## src/rtl/core/fpm_pkg.sv

```systemverilog
// Shared types and constants for the half-precision multiplier.
package fpm_pkg;
  localparam logic [15:0] QNAN = 16'h7FFF;
  localparam logic [14:0] INF_MAG = 15'h7C00;
  localparam logic [6:0] BIAS = 7'd15;

  typedef struct packed {
    logic [15:0] product;
    logic        overflow_flag;
    logic        zero_flag;
    logic        nan_flag;
    logic        underflow_flag;
  } res_t;

  typedef struct packed {
    logic [15:0] operand_a;
    logic [15:0] operand_b;
  } ops_t;
endpackage

```

## src/rtl/core/fpm_if.sv

```systemverilog
// Valid/ready channel interfaces for operands and results.
interface fpm_in_if;
  logic                valid;
  logic                ready;
  fpm_pkg::ops_t       data;
  modport source (output valid, output data, input ready);
  modport sink   (input valid, input data, output ready);
endinterface

interface fpm_out_if;
  logic                valid;
  logic                ready;
  fpm_pkg::res_t       data;
  modport source (output valid, output data, input ready);
  modport sink   (input valid, input data, output ready);
endinterface

```

## src/rtl/core/fp16_multiplier_truncating_core.sv

```systemverilog
// Half-precision multiplier, truncating, with overflow/zero/nan/underflow flags.
// Pipeline: decode, multiply and output stages from input transfer to result valid.
// Throughput: one operand pair per cycle while the output channel is not stalled.
// A stall freezes all three stages together; the pipeline holds every item.
// Reset (rst_n, synchronous) clears the stage valid bits only.
module fp16_multiplier_truncating_core (
  input logic clk,
  input logic rst_n,
  fpm_in_if.sink   in_ch,
  fpm_out_if.source out_ch
);
  import fpm_pkg::*;

  logic adv;
  assign adv = !out_ch.valid || out_ch.ready;
  assign in_ch.ready = adv;

  // stage 1: decode
  logic v1_r;
  logic s1_r, spec1_r;
  res_t spec_res1_r;
  logic [10:0] ma1_r, mb1_r;
  logic signed [6:0] e1_r;

  // stage 2: multiply
  logic v2_r;
  logic s2_r, spec2_r;
  res_t spec_res2_r;
  logic [21:0] mp2_r;
  logic signed [6:0] e2_r;

  // stage 3: output
  logic v3_r;
  res_t res3_r;

  logic [15:0] a, b;
  logic sa, sb, sg;
  logic [4:0] ea, eb;
  logic [9:0] fa, fb;
  logic a_inf, b_inf, a_nan, b_nan, a_zero, b_zero;
  res_t spec_nxt;
  logic spec_is;

  always_comb begin
    a = in_ch.data.operand_a;
    b = in_ch.data.operand_b;
    sa = a[15]; sb = b[15]; sg = sa ^ sb;
    ea = a[14:10]; eb = b[14:10];
    fa = a[9:0]; fb = b[9:0];
    a_inf = (ea == 5'd31) && (fa == '0);
    b_inf = (eb == 5'd31) && (fb == '0);
    a_nan = (ea == 5'd31) && (fa != '0);
    b_nan = (eb == 5'd31) && (fb != '0);
    a_zero = (ea == '0) && (fa == '0);
    b_zero = (eb == '0) && (fb == '0);
    spec_nxt = '0;
    spec_is = 1'b1;
    if (a_nan || b_nan || (a_inf && b_zero) || (b_inf && a_zero)) begin
      spec_nxt.product = QNAN;
      spec_nxt.nan_flag = 1'b1;
    end else if (a_inf || b_inf) begin
      spec_nxt.product = {sg, INF_MAG};
      spec_nxt.overflow_flag = 1'b1;
    end else if (a_zero || b_zero) begin
      spec_nxt.product = {sg, 15'd0};
      spec_nxt.zero_flag = 1'b1;
    end else begin
      spec_is = 1'b0;
    end
  end

  always_ff @(posedge clk) begin
    if (!rst_n) begin
      v1_r <= 1'b0; v2_r <= 1'b0; v3_r <= 1'b0;
    end else if (adv) begin
      v1_r <= in_ch.valid; v2_r <= v1_r; v3_r <= v2_r;
    end
  end

  logic [21:0] mp_n;
  logic signed [6:0] e_n, sh_e;
  logic [21:0] mp_s;
  logic [3:0] sh;
  res_t r_nxt;

  always_comb begin
    if (mp2_r[21]) begin
      mp_n = {1'b0, mp2_r[21:1]};
      e_n = e2_r + 7'sd1;
    end else begin
      mp_n = mp2_r;
      e_n = e2_r;
    end
    sh_e = 7'sd1 - e_n;
    sh = sh_e[3:0];
    mp_s = mp_n >> sh;
    r_nxt = '0;
    if (spec2_r) begin
      r_nxt = spec_res2_r;
    end else if (e_n >= 7'sd31) begin
      r_nxt.product = {s2_r, INF_MAG};
      r_nxt.overflow_flag = 1'b1;
    end else if (e_n < -7'sd10) begin
      r_nxt.product = {s2_r, 15'd0};
      r_nxt.zero_flag = 1'b1;
      r_nxt.underflow_flag = 1'b1;
    end else if (e_n <= 7'sd0) begin
      r_nxt.product = {s2_r, 5'd0, mp_s[19:10]};
      r_nxt.zero_flag = (mp_s == '0);
    end else begin
      r_nxt.product = {s2_r, e_n[4:0], mp_n[19:10]};
    end
    if (r_nxt.product[14:0] == '0) r_nxt.zero_flag = 1'b1;
  end

  always_ff @(posedge clk) begin
    if (adv) begin
      s1_r <= sg;
      spec1_r <= spec_is;
      spec_res1_r <= spec_nxt;
      ma1_r <= (ea == '0) ? {1'b0, fa} : {1'b1, fa};
      mb1_r <= (eb == '0) ? {1'b0, fb} : {1'b1, fb};
      e1_r <= $signed({2'b0, (ea == '0) ? 5'd1 : ea})
            + $signed({2'b0, (eb == '0) ? 5'd1 : eb}) - $signed(BIAS);
      s2_r <= s1_r;
      spec2_r <= spec1_r;
      spec_res2_r <= spec_res1_r;
      mp2_r <= {11'd0, ma1_r} * {11'd0, mb1_r};
      e2_r <= e1_r;
      res3_r <= r_nxt;
    end
  end

  assign out_ch.valid = v3_r;
  assign out_ch.data = res3_r;
endmodule

```

## src/flat_wrapper.sv

```systemverilog
// flat-port wrapper written by rule: the top's interface ports become plain ports
module fp16_multiplier_truncating_core_flat import fpm_pkg::*;
  (clk, rst_n, in_ch_valid, in_ch_data, in_ch_ready, out_ch_valid, out_ch_data, out_ch_ready);
  fpm_in_if in_ch_i ();
  fpm_out_if out_ch_i ();
  input logic clk;
  input logic rst_n;
  input wire logic [$bits(in_ch_i.valid)-1:0] in_ch_valid;
  input wire logic [$bits(in_ch_i.data)-1:0] in_ch_data;
  output wire logic [$bits(in_ch_i.ready)-1:0] in_ch_ready;
  output wire logic [$bits(out_ch_i.valid)-1:0] out_ch_valid;
  output wire logic [$bits(out_ch_i.data)-1:0] out_ch_data;
  input wire logic [$bits(out_ch_i.ready)-1:0] out_ch_ready;
  assign in_ch_i.valid = in_ch_valid;
  assign in_ch_i.data = in_ch_data;
  assign in_ch_ready = in_ch_i.ready;
  assign out_ch_valid = out_ch_i.valid;
  assign out_ch_data = out_ch_i.data;
  assign out_ch_i.ready = out_ch_ready;
  fp16_multiplier_truncating_core u_core (.clk(clk), .rst_n(rst_n), .in_ch(in_ch_i), .out_ch(out_ch_i));
endmodule
```

## config.mk

```make
export PLATFORM = sky130hd
export DESIGN_NAME = fp16_multiplier_truncating_core_flat
export DESIGN_NICKNAME = d
export VERILOG_FILES = /design/src/rtl/core/fpm_pkg.sv /design/src/rtl/core/fpm_if.sv /design/src/rtl/core/fp16_multiplier_truncating_core.sv /design/src/flat_wrapper.sv
export SDC_FILE = /design/constraint.sdc
export NUM_CORES = 1
export LEC_CHECK = 0
export ABC_AREA = 1
export ABC_CLOCK_PERIOD_IN_PS = 7400
export BUFFER_PORTS_ARGS = -buffer_cell sky130_fd_sc_hd__buf_4
export CAP_MARGIN = 25
export CORE_AREA = 2 2 134 136
export CTS_CLUSTER_SIZE = 12
export DETAILED_ROUTE_END_ITERATION = 10
export DIE_AREA = 0 0 136 138
export GPL_TIMING_DRIVEN = 1
export PLACE_DENSITY_LB_ADDON = 0.12
export SETUP_SLACK_MARGIN = 0.3
export SYNTH_ARGS = -nofsm -noshare
export SYNTH_HDL_FRONTEND = slang
export SYNTH_SLANG_ARGS = --single-unit
```

## constraint.sdc

```tcl
create_clock -name clk -period 7.4 [get_ports clk]
set_input_delay 0 -clock clk [delete_from_list [all_inputs] [get_ports clk]]
set_output_delay 0 -clock clk [all_outputs]
set_load 0.02 [all_outputs]
```

After elaboration in Yosys (flattened, before gate mapping)
Cells that the tools add are included.
{"block": "classes", "mul": 1, "eq_ne": 2, "muxes": 20, "addsub": 4, "n_reduce_logical": 25, "n_lt_le_gt_ge": 3, "bitwise_logic": 1, "shift": 1}
{"op": "$mux W15", "n": 3}
{"op": "$mux W16", "n": 2}
{"op": "$logic_not A22 Y1", "n": 1}
{"op": "$mul A11 B11 Y22", "n": 1}
{"op": "$mux W11", "n": 2}
{"op": "$shr A21 B4 Y22", "n": 1}
{"op": "$mux W21", "n": 1}
{"op": "$logic_not A10 Y1", "n": 2}
{"op": "$reduce_bool A10 Y1", "n": 2}
{"op": "$mux W18", "n": 1}
{"op": "$logic_not A15 Y1", "n": 1}
{"op": "$eq A5 B5 Y1 const B", "n": 2}
{"op": "$logic_not A5 Y1", "n": 2}
{"op": "$mux W5", "n": 2}
{"op": "$logic_and A1 B1 Y1", "n": 8}
{"op": "$mux W1", "n": 8}
{"op": "$add A7 B2 Y7 const B", "n": 1}
{"op": "$ge A7 B6 Y1 const B", "n": 1}
{"op": "$le A7 B1 Y1 const B", "n": 1}
{"op": "$lt A7 B5 Y1 const B", "n": 1}
{"op": "$mux W7", "n": 1}
{"op": "$sub A7 B5 Y7 const B", "n": 1}
{"op": "$add A5 B5 Y6", "n": 1}
{"op": "$logic_or A1 B1 Y1", "n": 6}
{"op": "other kinds (4)", "n": 5}
{"block": "totals", "output_inout_bits": 22, "wordCells": 83, "register_bits": 123, "in_bits": 36}

Depth between registers and ports, before layout
Gate-level depths: netlist of the first run.
{"block": "logic_depth", "depth_word": 10, "depth_mapped": 22, "ltp_nobuf": 21}

Least setup slack after synthesis of the first run
OpenSTA, ideal clock, no wires.
{"block": "synth_timing", "path_kind": "register to register", "from": "reg u_core.ma1_r[8]", "to": "reg u_core.mp2_r[19] (data pin)", "required_ns": 7.135, "arrival_time_ns": 4.637, "path_buffers": 1, "path_stages_with_launch": 19, "slack_ns": 2.497, "setup_time_ns": 0.265, "synth_period_minus_slack_ns": 4.903, "cell_sequence": "edfxtp_1 > clkbuf_1 > nand2_1 > fa_1 > fa_1 > inv_1 > fa_1 > fa_1 > inv_1 > fa_1 > inv_1 > ha_1 > a21oi_1 > nor2_1 > a211oi_1 > o21ai_0 > a21oi_1 > o21ai_0 > xor2_1"}
{"block": "synth_between", "elab_chain_len": 1}
{"item": "start, declared", "line_no": "fp16_multiplier_truncating_core.sv:22", "text": "logic [10:0] ma1_r, mb1_r;"}
{"item": "start signal, assigned", "line_no": "fp16_multiplier_truncating_core.sv:121", "text": "ma1_r <= (ea == '0) ? {1'b0, fa} : {1'b1, fa};"}
{"item": "$mul A11 B11 Y22", "line_no": "fp16_multiplier_truncating_core.sv:128", "text": "mp2_r <= {11'd0, ma1_r} * {11'd0, mb1_r};"}
{"item": "end signal, assigned", "line_no": "fp16_multiplier_truncating_core.sv:128"}
{"item": "end, declared", "line_no": "fp16_multiplier_truncating_core.sv:29", "text": "logic [21:0] mp2_r;"}
No other way between the ends.
A chain may end at the register's enable or synchronous reset.

Final worst setup path of the first run
{"block": "layout_timing", "from": "reg u_core.mb1_r[2]", "to": "reg u_core.mp2_r[19] (data pin)"}
{"block": "layout_between", "elab_chain_len": 1}
{"item": "start, declared", "line_no": "fp16_multiplier_truncating_core.sv:22"}
{"item": "start signal, assigned", "line_no": "fp16_multiplier_truncating_core.sv:122", "text": "mb1_r <= (eb == '0) ? {1'b0, fb} : {1'b1, fb};"}
{"item": "$mul A11 B11 Y22", "line_no": "fp16_multiplier_truncating_core.sv:128"}
No other way between the ends.

==> results by group, run 1 <==
Run status
  – Outcome: finished, final reports clean

Synth
  – Sequential area share after synthesis: 0.309
  – Most common cell in the netlist: sky130_fd_sc_hd__nand2_1
  – Area share of the largest cell type after synthesis: 0.302
  – Cell taking the most area after synthesis: sky130_fd_sc_hd__edfxtp_1
  – Synth Area in Compound Gates: 0.0453
  – Post-Synthesis Net Count: 1341
  – Flop and latch count out of synthesis: 97
  – Mean cell area of the mapped netlist: 8.09 um^2
  – Share of the synthesized netlist area taken by xor and xnor gates: 0.0283
  – Most area-consuming cells after synthesis: sky130_fd_sc_hd__edfxtp_1 30%, sky130_fd_sc_hd__fa_1 17%, sky130_fd_sc_hd__nand2_1 14%
  – Synthesized-area fraction occupied by and/or/nand/nor cells: 0.234
  – Share of cell area taken by muxes after synthesis: 0
  – Number of warnings reported in the yosys synthesis log: 0
  – Combinational family with the most area after synthesis: adder cells
  – Fraction of registers with async set/reset: 0
  – Total standard cell area after synthesis: 9340 um^2
  – Post-synthesis adder-cell area fraction: 0.266
  – Number of flops mapped to enable cells by yosys: between 90 and 100
  – Cell count after synthesis: about 1200
  – Cell types with the highest counts after synthesis: 348 x sky130_fd_sc_hd__nand2_1, 230 x sky130_fd_sc_hd__inv_1, 94 x sky130_fd_sc_hd__edfxtp_1
  – Top flip-flop cell by instance count after synthesis: sky130_fd_sc_hd__edfxtp_1
  – Number of unique standard cell types used by synthesis: 44

Floorplan
  – Vertical extent of the die: 138 um
  – Effective utilization at floorplan: 0.533
  – Number of cell rows: 49
  – Number of primary I/O pins: 58
  – Die Area: 18800 um^2
  – Die outline width: around 140 um
  – Total core area: 17500 um^2

Routing
  – Total DRC errors in the routed layout: 0
  – Routed wirelength normalized by instance count: between 10 and 15 um
  – Routed wire length: around 20 mm
  – Vias: roughly 7200
  – Antenna Nets Post-Route: 0
  – Drt first pass iters: 5
  – First DRT Iteration DRCs: approximately 420
  – Detailed-route vias per instance: 5.02

Finish
  – Ant diodes: 0
  – Post-layout instance count excluding filler cells: roughly 1400
  – Nets: 1395
  – P&R area growth vs syn: 11.8%
  – Ratio of cells with drive above 1 in the final layout: 0.0890

Worst setup path
  – Critical path startpoint category: flip-flop
  – Data arrival, critical path: 5.34 ns
  – CP required: about 7.5 ns
  – Startpoint of the lowest-slack register-to-register path: u_core.mb1_r[2]
  – Worst setup path class: flip-flop to flip-flop
  – Cell depth of the worst flop-to-flop path: 17
  – Worst flop-to-flop path endpoint: u_core.mp2_r[19]
  – Slowest stage delay, CP: 0.60 ns
  – Flop-to-flop setup slack: 2.16 ns
  – Type of destination of the critical path: flip-flop
  – Critical path cell sequence: nand2_1 -> fa_1 -> fa_1 -> inv_1 -> fa_1 -> fa_1 -> inv_1 -> fa_1 -> inv_1 -> ha_1 -> a21oi_1 -> nor2_1 -> a211oi_1 -> o21ai_0 -> a21oi_1 -> o21ai_0 -> xor2_1
  – Highest-delay cell along the critical path: sky130_fd_sc_hd__edfxtp_1
  – Cell family with the largest share of critical-path delay: adder cells
  – Combined buffer and inverter count along the critical path: 3
  – Largest fanout of any net on the critical path: 11
  – Most used cell along the critical path: sky130_fd_sc_hd__fa_1

STA
  – Final Hold Violating Endpoints: 0
  – Endpoints failing setup: 0
  – Fin crit share: 0.708
  – Clk_skew: approximately 0.018 ns
  – Transition time at the pin with the least slew margin: 1.07 ns
  – Number of pins exceeding their max-slew limit in the final report: 0
  – Relative slew slack: 0.280
  – Unrepaired setup endpoints after global routing: no
  – Max Clock Freq: 191 MHz
  – Time the final worst path needs with I/O delays and setup: 5.24 ns
  – Setup TNS: 0 ns

CTS
  – CTS tree: built
  – Clock latency at the later pin of the worst-skew pair: 0.36 ns
  – Cts bufs inserted: 9
  – Count of clock tree sinks: between 90 and 100
  – Clock transition at the registers of the reported paths: 0.07 ns
  – Resized Gates After CTS: 0
  – Clock root cell: sky130_fd_sc_hd__clkbuf_16
  – Maximum clock insertion buffer count: 2
  – # H-tree levels: 3

Pwr
  – Standby leakage power: 5.60 nW
  – Areal power density over the cells: around 410 nW/um^2
  – Largest voltage drop on the vdd net: 0.267 mV

GRT
  – Grt total ovfl: 0
  – Wire length of the first global-routing pass: 34.7 mm
  – Global Route Usage Sum: 0.232
  – Number of antenna violations at the first check in global routing: 0
  – Maximum number of pins on one net before global-route repair: 70
  – Vias in the first global route: 7391

Hold path
  – Worst hold path type: input port to flip-flop
  – Worst hold path depth: 3
  – Hold Path Sink: u_core.mb1_r[10]
  – Launch point of the worst hold path: in_ch_data[10]

Run
  – Max capacitance violation total: 0

Placed design
  – Final weighted congestion in routability-driven placement: 0.916
  – Cell total after placement: 1401
  – Post-DP HPWL: 15.9 mm
  – Port-buffer cells: 57
==> final cells by class <==
cell class                 count  area [um^2]
fill                        1717         7090
multi-input combinational    776         5360
sequential                    97         2880
inverter                     239          898
timing repair buffer          86          711
tap                          229          287
clock buffer                   9          225
clock inverter                 7         81.3
==> power by group <==
group	switching [mW]	internal (mW)
clock network	0.230	0.240
registers	0.0813	0.867
logic	1.81	1.08
total	2.12	2.19
==> cell families after synthesis <==
logic type      after synthesis
buf+inv                     282
fa+ha+maj                   150
xor+xnor                     28
simple gates                524
compound gates               74
flops                        97
==> timing repair <==
item	CTS	global route
hold buffers	26	0
buffers inserted	0	0
hold endpoints to repair	24	0
==> tightest hold or removal path, delay by kind of cell <==
| family | cells | cell delay (ns) |
|---|---|---|
| buffers and inverters | 1 | 0.09 |
| AND/OR/NAND/NOR | 2 | 0.15 |
==> how the worst max path moves through the flow <==
stage               cells after the start  slack [ns]          endpoint        startpoint
floorplan                              18        2.50  u_core.mp2_r[19]   u_core.ma1_r[8]
CTS                                    17        2.17  u_core.mp2_r[19]   u_core.mb1_r[2]
global route                           17        1.82  u_core.mp2_r[19]   u_core.mb1_r[2]
global placement                       17        2.32  u_core.mp2_r[19]  u_core.ma1_r[10]
finish                                 17        2.16  u_core.mp2_r[19]   u_core.mb1_r[2]
detailed placement                     17        2.18  u_core.mp2_r[19]   u_core.mb1_r[2]
==> layer usage <==
metal | GRT usage | part of all wire
met1 | 0.319 | 0.46
met2 | 0.371 | 0.46
met3 | 0.0359 | 0.047
met4 | 0.0883 | 0.035
met5 | 0 | 0
==> cell usage in the layout (no fill, tap or decap), types with 3 or more instances in the layout <==
cell type / count
sky130_fd_sc_hd__nand2_1: 348
sky130_fd_sc_hd__o21ai_0: 27
sky130_fd_sc_hd__clkinv_4: 3
sky130_fd_sc_hd__dfxtp_1: 3
sky130_fd_sc_hd__dlygate4sd3_1: 26
sky130_fd_sc_hd__ha_1: 69
sky130_fd_sc_hd__inv_1: 229
sky130_fd_sc_hd__o31ai_1: 3
sky130_fd_sc_hd__nand3_1: 70
sky130_fd_sc_hd__nor2_1: 62
sky130_fd_sc_hd__xor2_1: 18
sky130_fd_sc_hd__fa_1: 81
sky130_fd_sc_hd__a21oi_1: 25
sky130_fd_sc_hd__nor4_1: 4
sky130_fd_sc_hd__clkbuf_16: 9
sky130_fd_sc_hd__xnor2_1: 9
sky130_fd_sc_hd__nand4_1: 6
sky130_fd_sc_hd__nor3_1: 9
sky130_fd_sc_hd__nand2_2: 8
sky130_fd_sc_hd__nor2_4: 3
sky130_fd_sc_hd__inv_2: 7
sky130_fd_sc_hd__nand3_2: 3
sky130_fd_sc_hd__edfxtp_1: 94
sky130_fd_sc_hd__buf_4: 60
sky130_fd_sc_hd__o21ai_1: 5
==> registers in the layout, summed over array words and instances (netlist names) <==
name                 flops
u_core.mp2_r            22
u_core.out_ch.data      20
u_core.ma1_r            11
u_core.mb1_r            11
u_core.e1_r              7
u_core.e2_r              7
u_core.spec_res1_r       6
u_core.spec_res2_r       6
u_core.out_ch.valid      1
u_core.s1_r              1
u_core.s2_r              1
u_core.spec1_r           1
u_core.spec2_r           1
u_core.v1_r              1
u_core.v2_r              1
==> stage by stage <==
step	hold WS, ns	setup WS (ns)	area [um^2]	power [mW]	util
global placement	0.189	2.32	9880	3.79	0.563
CTS	0.00659	2.17	10400	4.33	0.596
finish	0.0241	2.16	10400	4.31	0.596
global route	0.0194	1.82	10400	4.83	0.596
floorplan	0.0989	2.50	9340	3.19	-
detailed placement	0.189	2.18	9880	3.82	0.563
No activity file was read; power rests on OpenSTA's default activity.
==> inputs of run 2 (changes only) <==
- ABC_CLOCK_PERIOD_IN_PS: 7400 -> 4860
- clock period: 7.4 -> 4.86 ns (I/O delays scaled with it)
==> results by group, run 2 (synthesized netlist as in run 1, its figures left out) <==
Run
  – Max capacitance violation total: 0 (unchanged)

Routing
  – Routed wire length: 20.5 mm (+3.4%)
  – Vias: 7512 (+3.7%)
  – Routed wirelength normalized by instance count: 13.6 um (-1.0%)
  – Antenna Nets Post-Route: 0 (unchanged)
  – Detailed-route vias per instance: 4.98 (-0.72%)
  – Total DRC errors in the routed layout: 0 (unchanged)
  – First DRT Iteration DRCs: 384 (-7.9%)
  – Drt first pass iters: 5 (unchanged)

Finish
  – Max reg flops: 22 (unchanged)
  – Top register by number of flip-flops: u_core.mp2_r
  – Commonest cells after routing, fill and taps aside: 343 x sky130_fd_sc_hd__nand2_1, 227 x sky130_fd_sc_hd__inv_1, 118 x sky130_fd_sc_hd__buf_4
  – Final core occ: 0.636 (+0.0406)
  – Most frequent standard cell in the layout excluding fill and tap cells: sky130_fd_sc_hd__nand2_1
  – Ratio of cells with drive above 1 in the final layout: 0.164 (+0.0754)
  – Number of fill cells: 1519 (-12%)
  – Post-route cell area: 11200 um^2 (+6.8%)
  – Post-layout instance count excluding filler cells: 1507 (+4.4%)
  – P&R area growth vs syn: 19.5%
  – Ant diodes: 0 (unchanged)
  – Nets: 1459 (+4.6%)

STA
  – Max Clock Freq: 208 MHz (+9.2%)
  – Fin crit share: 0.987 (+0.279)
  – Clk_skew: 0.00884 ns (-0.00903 ns)
  – Transition time at the pin with the least slew margin: 0.682 ns (-0.389 ns)
  – Number of pins exceeding their max-slew limit in the final report: 0 (unchanged)
  – Final Hold Violating Endpoints: 0 (unchanged)
  – Final-layout worst hold slack: 0.00389 ns (-0.0202 ns)
  – Time the final worst path needs with I/O delays and setup: 4.80 ns (-0.441 ns)
  – Relative slew slack: 0.541 (+0.261)
  – Unrepaired setup endpoints after global routing: yes
  – Endpoints failing setup: 0 (unchanged)

Floorplan
  – Number of cell rows: 49 (unchanged)
  – Total core area: 17500 um^2 (unchanged)
  – Number of primary I/O pins: 58 (unchanged)
  – Vertical extent of the die: 138 um (unchanged)
  – Die outline width: 136 um (unchanged)
  – Effective utilization at floorplan: 0.533 (unchanged)
  – Die Area: 18800 um^2 (unchanged)

GRT
  – Wire length of the first global-routing pass: 34.4 mm (-0.96%)
  – Vias in the first global route: 7332 (-0.80%)
  – Global Route Usage Sum: 0.230 (-0.00220)
  – Number of antenna violations at the first check in global routing: 0 (unchanged)
  – Maximum number of pins on one net before global-route repair: 45 (-36%)
  – Grt total ovfl: 0 (unchanged)

CTS
  – # H-tree levels: 3 (unchanged)
  – CTS tree: built
  – Maximum clock insertion buffer count: 2 (unchanged)
  – Count of clock tree sinks: 97 (unchanged)
  – Clock root cell: sky130_fd_sc_hd__clkbuf_16
  – Clock latency at the later pin of the worst-skew pair: 0.36 ns (about the same)
  – Cts bufs inserted: 9 (unchanged)
  – Clock transition at the registers of the reported paths: 0.08 ns (about the same)

Placed design
  – Placed Area: 10200 um^2 (+2.8%)
  – Post-DP HPWL: 15.8 mm (-0.13%)
  – Port-buffer cells: 57 (unchanged)
  – Final weighted congestion in routability-driven placement: 0.886 (-3.2%)
  – Cell total after placement: 1424 (+1.6%)

Worst setup path
  – Data arrival, critical path: 4.91 ns (-0.43 ns)
  – CP required: 4.97 ns (-2.53 ns)
  – Worst setup path class: flip-flop to flip-flop
  – Type of destination of the critical path: flip-flop
  – Critical path startpoint category: flip-flop
  – Largest fanout of any net on the critical path: 6 (-5)

Pwr
  – Areal power density over the cells: 673 nW/um^2 (+63%)
  – Largest voltage drop on the vdd net: 0.422 mV (+58%)
  – Power consumption: 7.51 mW (+74%)
  – Standby leakage power: 5.95 nW (+6.1%)

Run status
  – Outcome: finished, final reports clean

Hold path
  – Worst hold path type: input port to flip-flop
[run 2: final timing paths]
path              depth (start not counted)  slack, ns                to       startpoint
setup / recovery                         19       0.06  u_core.mp2_r[18]  u_core.ma1_r[6]
hold / removal                            4      0.004       u_core.v2_r     out_ch_ready
setup reg to reg                         19       0.06  u_core.mp2_r[18]  u_core.ma1_r[6]
hold reg to reg                           0       0.42    u_core.e2_r[2]   u_core.e1_r[2]
[run 2: stage by stage]
stage,setup slack [ns],setup TNS (ns)
3_5_place_dp,-0.0796,-0.108
5_1_grt,-0.0876,-0.272
3_3_place_gp,0.0477,0
2_1_floorplan,0.303,0
6_report,0.0622,0
4_1_cts,0.136,0
[run 2: layer usage]
layer / track usage / wire (um) / vias up
met4: 0.0685 / 460 / 0
met5: 0 / 0 / -
met1: 0.318 / 9270 / 3496
li1: - / - / 3789
met2: 0.373 / 9780 / 195
met3: 0.0367 / 964 / 32
[run 2: timing repair]
item                                    in CTS  in global routing
cloned                                       0                  0
endpoints found under the hold margin       24                  0
buffers inserted                            38                  3
hold buffers                                26                  0
endpoints found under the setup margin      11                 13
resized for setup                           28                  9
pin swaps                                   21                  8
[run 2: area by class of cell]
cell class	count	area, um^2	area share
Tap cell	229	287	0.0257
Inverter	239	898	0.0805
Multi-Input combinational cell	776	5570	0.499
Timing Repair Buffer	150	1220	0.109
Clock buffer	9	225	0.0202
Sequential cell	97	2880	0.258
Clock inverter	7	78.8	0.00707
[run 2: report_power, final]
part           total [mW]  internal [mW]  switching, mW
clock               0.722          0.365          0.356
combinational        5.35           2.25           3.11
sequential           1.43           1.32          0.114
total                7.51           3.93           3.58
[run 2: worst max-delay path: stages (launching register included)]
cell and delay (ns):
sky130_fd_sc_hd__edfxtp_1 0.54, sky130_fd_sc_hd__nand2_1 0.15, sky130_fd_sc_hd__fa_1 0.55, sky130_fd_sc_hd__inv_1 0.06, sky130_fd_sc_hd__fa_1 0.55, sky130_fd_sc_hd__fa_1 0.43, sky130_fd_sc_hd__fa_1 0.49, sky130_fd_sc_hd__inv_1 0.05
sky130_fd_sc_hd__fa_1 0.48, sky130_fd_sc_hd__inv_1 0.06, sky130_fd_sc_hd__ha_4 0.24, sky130_fd_sc_hd__nand2_4 0.08, sky130_fd_sc_hd__nor2_1 0.04, sky130_fd_sc_hd__o21ai_1 0.08, sky130_fd_sc_hd__o211ai_1 0.15, sky130_fd_sc_hd__a21oi_2 0.21
sky130_fd_sc_hd__o21bai_2 0.10, sky130_fd_sc_hd__nand3_1 0.08, sky130_fd_sc_hd__nand2_1 0.06, sky130_fd_sc_hd__xor2_1 0.14
